--- src/smu_pkg.sv ---
package smu_pkg;

  // instruction codes as carried on the input channel
  typedef enum logic [3:0] {
    OP_NOP  = 4'd0,
    OP_PUSH = 4'd1,
    OP_POP  = 4'd2,
    OP_ADD  = 4'd3,
    OP_SUB  = 4'd4,
    OP_MUL  = 4'd5,
    OP_DIV  = 4'd6,
    OP_SWAP = 4'd7,
    OP_INC  = 4'd8,
    OP_DEC  = 4'd9,
    OP_QUIT = 4'd10
  } op_t;

  // result status codes
  typedef enum logic [2:0] {
    ST_OK        = 3'd0,
    ST_QUIT      = 3'd1,
    ST_OVERFLOW  = 3'd2,
    ST_UNDERFLOW = 3'd3,
    ST_DIVZERO   = 3'd4,
    ST_UNKNOWN   = 3'd5,
    ST_HALTED    = 3'd6
  } status_t;

  // instruction class as sorted by the front end
  typedef enum logic [3:0] {
    K_NOP,
    K_PUSH,
    K_POP,
    K_ARITH,
    K_DIV,
    K_SWAP,
    K_STEP,
    K_QUIT,
    K_BAD
  } kind_t;

  // arithmetic selector for the add, sub and mul binary ops
  typedef enum logic [1:0] {
    A_ADD,
    A_SUB,
    A_MUL
  } arith_t;

  // one decoded word waiting in the queue
  typedef struct packed {
    kind_t       kind;
    arith_t      arith;
    logic        dec;
    logic [31:0] imm;
  } entry_t;

  // back-end state seen by the top-level checks
  typedef struct packed {
    logic halted;
    logic busy;
  } bk_mon_t;

  // back-end states
  typedef enum logic [1:0] {
    S_IDLE,
    S_DIV,
    S_FILL
  } bk_state_t;

endpackage

--- src/smu_if.sv ---
interface smu_in_if;
  logic               valid;
  logic               ready;
  logic [3:0]         op;
  logic signed [31:0] immediate;

  modport source (output valid, output op, output immediate, input ready);
  modport sink (input valid, input op, input immediate, output ready);
endinterface


--- src/smu_front.sv ---
module smu_front
  import smu_pkg::*;
(
  input  logic      clk,
  input  logic      rst,
  smu_in_if.sink    in_ch,
  output logic      q_valid,
  output entry_t    q_entry,
  input  logic      q_pop
);

  entry_t    slots [2];
  logic      wr_ptr;
  logic      rd_ptr;
  logic [1:0] fill;
  logic      push;
  entry_t    dec_entry;

  // sort the incoming word into an instruction class
  always_comb begin
    dec_entry.imm   = in_ch.immediate;
    dec_entry.arith = A_ADD;
    dec_entry.dec   = 1'b0;
    dec_entry.kind  = K_BAD;
    unique case (in_ch.op)
      OP_NOP:  dec_entry.kind = K_NOP;
      OP_PUSH: dec_entry.kind = K_PUSH;
      OP_POP:  dec_entry.kind = K_POP;
      OP_ADD:  dec_entry.kind = K_ARITH;
      OP_SUB: begin
        dec_entry.kind  = K_ARITH;
        dec_entry.arith = A_SUB;
      end
      OP_MUL: begin
        dec_entry.kind  = K_ARITH;
        dec_entry.arith = A_MUL;
      end
      OP_DIV:  dec_entry.kind = K_DIV;
      OP_SWAP: dec_entry.kind = K_SWAP;
      OP_INC:  dec_entry.kind = K_STEP;
      OP_DEC: begin
        dec_entry.kind = K_STEP;
        dec_entry.dec  = 1'b1;
      end
      OP_QUIT: dec_entry.kind = K_QUIT;
      default: dec_entry.kind = K_BAD;
    endcase
  end

  assign in_ch.ready = (fill != 2'd2);
  assign push        = in_ch.valid && in_ch.ready;
  assign q_valid     = (fill != 2'd0);
  assign q_entry     = slots[rd_ptr];

  // hold decoded words in a two-entry queue
  always_ff @(posedge clk) begin
    if (rst) begin
      wr_ptr <= 1'b0;
      rd_ptr <= 1'b0;
      fill   <= '0;
    end else begin
      if (push) begin
        wr_ptr <= ~wr_ptr;
      end
      if (q_pop) begin
        rd_ptr <= ~rd_ptr;
      end
      fill <= fill + {1'b0, push} - {1'b0, q_pop};
    end
  end

  always_ff @(posedge clk) begin
    if (push) begin
      slots[wr_ptr] <= dec_entry;
    end
  end

endmodule

--- src/flat_wrapper.sv ---
// flat-port wrapper written by rule: the top's interface ports become plain ports
module smu_front_flat import smu_pkg::*;
  (clk, rst, q_valid, q_entry, q_pop, in_ch_valid, in_ch_op, in_ch_immediate, in_ch_ready);
  smu_in_if in_ch_i ();
  input  logic clk;
  input  logic rst;
  output logic q_valid;
  output entry_t q_entry;
  input  logic q_pop;
  input wire logic [$bits(in_ch_i.valid)-1:0] in_ch_valid;
  input wire logic [$bits(in_ch_i.op)-1:0] in_ch_op;
  input wire logic [$bits(in_ch_i.immediate)-1:0] in_ch_immediate;
  output wire logic [$bits(in_ch_i.ready)-1:0] in_ch_ready;
  assign in_ch_i.valid = in_ch_valid;
  assign in_ch_i.op = in_ch_op;
  assign in_ch_i.immediate = in_ch_immediate;
  assign in_ch_ready = in_ch_i.ready;
  smu_front u_core (.clk(clk), .rst(rst), .in_ch(in_ch_i), .q_valid(q_valid), .q_entry(q_entry), .q_pop(q_pop));
endmodule
--- config.mk ---
export PLATFORM = sky130hd
export DESIGN_NAME = smu_front_flat
export DESIGN_NICKNAME = d
export VERILOG_FILES = /design/src/smu_pkg.sv /design/src/smu_if.sv /design/src/smu_front.sv /design/src/flat_wrapper.sv
export SDC_FILE = /design/constraint.sdc
export NUM_CORES = 1
export LEC_CHECK = 0
export BUFFER_PORTS_ARGS = -buffer_cell sky130_fd_sc_hd__buf_2
export CAP_MARGIN = 20
export CELL_PAD_IN_SITES_DETAIL_PLACEMENT = 0
export CELL_PAD_IN_SITES_GLOBAL_PLACEMENT = 1
export CORE_MARGIN = 2
export CORE_UTILIZATION = 44
export CTS_CLUSTER_DIAMETER = 30
export DETAILED_ROUTE_END_ITERATION = 12
export PLACE_DENSITY = 0.89
export SKIP_CTS_REPAIR_TIMING = 1
export SKIP_LAST_GASP = 1
export SYNTH_ARGS = -nofsm -noshare
export SYNTH_HDL_FRONTEND = slang
export SYNTH_SLANG_ARGS = --single-unit
--- constraint.sdc ---
create_clock -name clk -period 3.95 [get_ports clk]
set_clock_uncertainty 0.15 [all_clocks]
set_input_delay 0.9875 -clock clk [delete_from_list [all_inputs] [get_ports clk]]
set_output_delay 0.9875 -clock clk [all_outputs]
set_load 0.005 [all_outputs]
---- Word-level counts from Yosys, hierarchy flattened ----
Memory sizes are Yosys's and may differ from the RTL's. A register that Yosys moved wholly into a read port is not among the register bits.
Cells that the tools add are included.
operators by class
  equality and inequality tests ........... 11
  add/subtract/negate cells ............... 2
  reductions and logical operators ........ 5
  bitwise operators ....................... 2
  multiplexer cells ....................... 7
operator list
  cell                number
  $pmux 4 s8          1
  $eq 4x3->1 const B  4
  $eq 4x4->1 const B  3
  $eq 4x2->1 const B  2
  $mux 1              5
  $eq 4x1->1 const B  1
  $logic_not 4->1     1
  $pmux 2 s2          1
  $reduce_or 3->1     1
  $add 2x1->2         1
  $ne 2x2->1 const B  1
  $not 1->1           2
  $reduce_bool 2->1   1
  $reduce_or 2->1     1
  $sub 2x1->2         1
  $logic_and 1x1->1   1
storage, ports and cells
  RAM bits ................................ 78
  logic and storage cells ................. 31
  memories ................................ 1
  bits in registers ....................... 4
memory list
  memory        words  bits a word  rd ports  clocked after Yosys merged registers in  write ports  line             source
  u_core.slots  2      39           1         1                                        1            smu_front.sv:12  entry_t slots [2];

---- Logic depth before layout (Yosys ltp) ----
  depth in word-level cells ............... 4
  depth in mapped cells ................... 7
  mapped depth without buffers ............ 7

---- Worst setup path before layout ----
OpenSTA, ideal clock, no wires.
  path kind ............................... in2reg
  start point ............................. input in_ch_valid
  end point ............................... memory u_core.slots[0][0] in the netlist's numbering (enable)
  data arrival time ....................... 2.904 ns
  stages .................................. 2
  data required time ...................... 3.360 ns
  setup slack ............................. 0.456 ns
  cells stage by stage .................... and2_1 > nor2b_1
between the ends
  word-level cells in the longest chain between the ends .. 3
RTL lines
  element                       line                source
  from (decl)                   flat_wrapper.sv:10  input wire logic [$bits(in_ch_i.valid)-1:0] in_ch_valid;
  $logic_and 1x1->1             smu_front.sv:51     assign push = in_ch.valid && in_ch.ready;
  $mux 1                        smu_front.sv:73     if (push) begin
  $mux 1 (not written as such)  smu_front.sv:74     slots[wr_ptr] <= dec_entry;
  to (decl)                     smu_front.sv:12
Every way passes these cells.

==> summary.md <==
| Metric | Value |
|---|---|
| Post-layout min period | 3056 ps |
| DRT iter0 DRCs | 99 |
| Setup TNS | 0 ps |
| Area share of the largest cell type after synthesis | 0.7367 |
| Initial antenna violation count | 0 |
| Die Ht | 89.01 microns |
| Antenna diode count | 0 |
| Initial core utilization | 0.4603 |
| Critical Path End Type | output port |
| Count leader, synth | edfxtp_1 |
| CTS tree | yes |
| Synth area leader | edfxtp_1 |
| Distinct cells, synth | 25 |
| Synth area leaders | edfxtp_1, mux2_2, mux2_4 |
| Clk pin slew, worst setup/hold paths | 70 ps |
| # DRC | 0 |
| Worst Max-Slew Pin Slew | 926.7 ps |
| Register area share after synthesis | 0.7682 |
| Top cells by instance count after synthesis | edfxtp_1, mux2_2, mux2_4 |
| Die width | 89.01 microns |
| Yosys Warn Count | 0 |
| Worst path cell trace | buf_4 > mux2_2 > buf_2 |
| Post-Syn Nets | 205 |
| HPWL Detailed | 3.371 mm |
| Gpl congestion | 0.6637 |
| Hold violation count in the final report | 0 |
| DR WL/cell | 14.44 microns |
| DR vias | 1,666 |
| # setup viols final | 0 |
| Status | finished, final reports clean |
| Worst Path Class, Setup | reg2out |
| Max Buffers Root-to-Sink | 2 |
| Top Family by Delay on Critical Path | flip-flops |
| DR vias/cell | 4.720 |
| Final worst slack | 893.6 ps |
| Finished Core Util | 0.5607 |
| Ys async rst share | 0 |
| Nets | 294 |
| PD cells | 540.8 nW/um^2 |
| Peak VDD IR | 0.2550 mV |
| DRT Wirelength | 5.098 mm |
| Number of global-route vias before repair | 1,706 |
| Setup crit start kind | register |
| Slew Limit Fails | 0 |
| Synth Instances | 163 |
| H-tree depth | 3 |
| Pre-CTS setup slack | 1148 ps |
| Max-cap violations | 0 |
| Core area | 6907 sq um |
| Number of buffers added on ports | 80 |
| CP max FO | 22 |
| Post-synthesis cell area | 3179 sq um |
| Hold WC Path Type | reg2reg |
| Row cnt | 30 |
| Drt pass-1 iters | 4 |
| Antenna-violating nets left | 0 |
| Full die area | 7922 sq um |
| Area delta synth->final | 21.80% |
| Yosys reg bits | 83 |
| Slew Limit Headroom | 0.3822 |
| FMAX | 0.3272 GHz |
| Total power | 0.002094 W |
| Crit path DAT | 1920 ps |
| Total CTS buffers | 9 |
| Overflow after GRT | 0 |
| Leakage | 1.476 nW |
| Final period utilization | 0.7738 |
| Fraction of layout cells with a size suffix above 1 | 0.5447 |
| Avg Cell Area, Syn | 19.50 sq um |
| Unrepaired setup endpoints after global routing | no |
| Req. time, crit path | 2810 ps |
| Slowest CP cell | dfxtp_2 |
| Top FF cell, synth | edfxtp_1 |
| # clock sinks | 83 |
| Number of flops mapped to enable cells by yosys | 78 |
| Worst skew pair latency | 340 ps |
| GRT Resource Usage Total | 0.1343 |
| IO Pins | 81 |
| First-pass GRT wire length | 7.686 mm |
| Buffers and inverters on the worst path | 2 |
| CTS root buf | clkbuf_8 |
| CP peak stage delay | 650 ps |
| Largest net degree at the start of global routing | 40 |
-- logic make-up (layout without fill, tap and decap cells) --
kind of cell	Yosys count	count (layout)	synth area share
DFF	83	83	0.7682
AOI/OAI and AO/OA	8	8	0.01535
xor gates and xnor gates	3	3	0.008266
and+or+nand+nor	21	21	0.03385
muxes	39	39	0.1499
buffers and inverters	7	101	0.01653
adders and majority gates	2	2	0.007870
-- cells in the final DEF (no fill, tap or decap) --
| cell | instances |
|---|---|
| clkinv_2 | 1 |
| nor2b_1 | 2 |
| a211oi_1 | 1 |
| and2_1 | 1 |
| nand3_1 | 1 |
| clkbuf_8 | 12 |
| or2_2 | 1 |
| nand2_1 | 1 |
| xor2_1 | 1 |
| dfxtp_2 | 1 |
| clkinvlp_4 | 2 |
| ha_1 | 2 |
| edfxtp_1 | 78 |
| nor3_1 | 2 |
| mux2_4 | 10 |
| nor2b_4 | 1 |
| o32ai_1 | 1 |
| buf_2 | 80 |
| mux2_2 | 29 |
| clkinv_1 | 1 |
| a21o_1 | 1 |
| and3_2 | 1 |
| a21oi_1 | 3 |
| nand2b_1 | 4 |
| xnor2_1 | 2 |
| inv_1 | 3 |
| buf_4 | 2 |
| nor2_1 | 7 |
| o21ai_0 | 2 |
| dfxtp_1 | 4 |
-- worst paths after layout --
check | start | endpoint | slack [ps] | depth (start not counted)
hold reg to reg | u_core.rd_ptr | register | 370 | 2
setup / recovery | register | q_entry[8] | 890 | 3
hold / removal | u_core.rd_ptr | register | 370 | 2
setup reg to reg | u_core.fill[0] | u_core.slots[0][32] | 1770 | 4
-- report_power, final --
group	internal [W]	total (W)	switching, W
Combinational	0.000192	0.000371	0.000179
Sequential	0.00112	0.00117	0.0000426
Clock	0.000277	0.000557	0.000280
Total	0.00159	0.00209	0.000501
-- cell type report --
type,count,area [sq um]
Clock inverter,4,23.77
Clock buffer,12,165.2
Multi-Input combinational cell,73,693.2
Inverter,3,11.26
Timing Repair Buffer,82,415.4
Fill cell,584,3034
Sequential cell,83,2444
Tap cell,96,120.1
-- through the flow --
stage / instance area (sq um) / cells / hold WS [ps]
5_1_grt: 3872 / 353 / 435.5
3_3_place_gp: 3684 / 337 / 347.6
3_5_place_dp: 3684 / 337 / 354.8
6_report: 3872 / 353 / 373.9
2_1_floorplan: 3179 / 163 / 320.7
4_1_cts: 3872 / 353 / 376.0
-- flip-flops by register name, summed over array words and instances (netlist names), named ones only --
name           count
u_core.wr_ptr      1
u_core.rd_ptr      1
u_core.fill        2
u_core.slots      78
-- metal layers --
| metal | part of all wire | global-route usage | up-vias |
|---|---|---|---|
| met5 | 0 | 0 | - |
| met3 | 0.063 | 0.04247 | 8 |
| li1 | - | - | 804 |
| met1 | 0.41 | 0.1518 | 798 |
| met2 | 0.51 | 0.2273 | 56 |
| met4 | 0.018 | 0.07327 | 0 |
-- worst reg2reg max path, cell delays in order (launching register included) --
cell	delay, ps
dfxtp_1	340
nand2b_1	150
and2_1	170
nor2b_4	710
buf_4	360
Power figures use the tool's default switching activity.
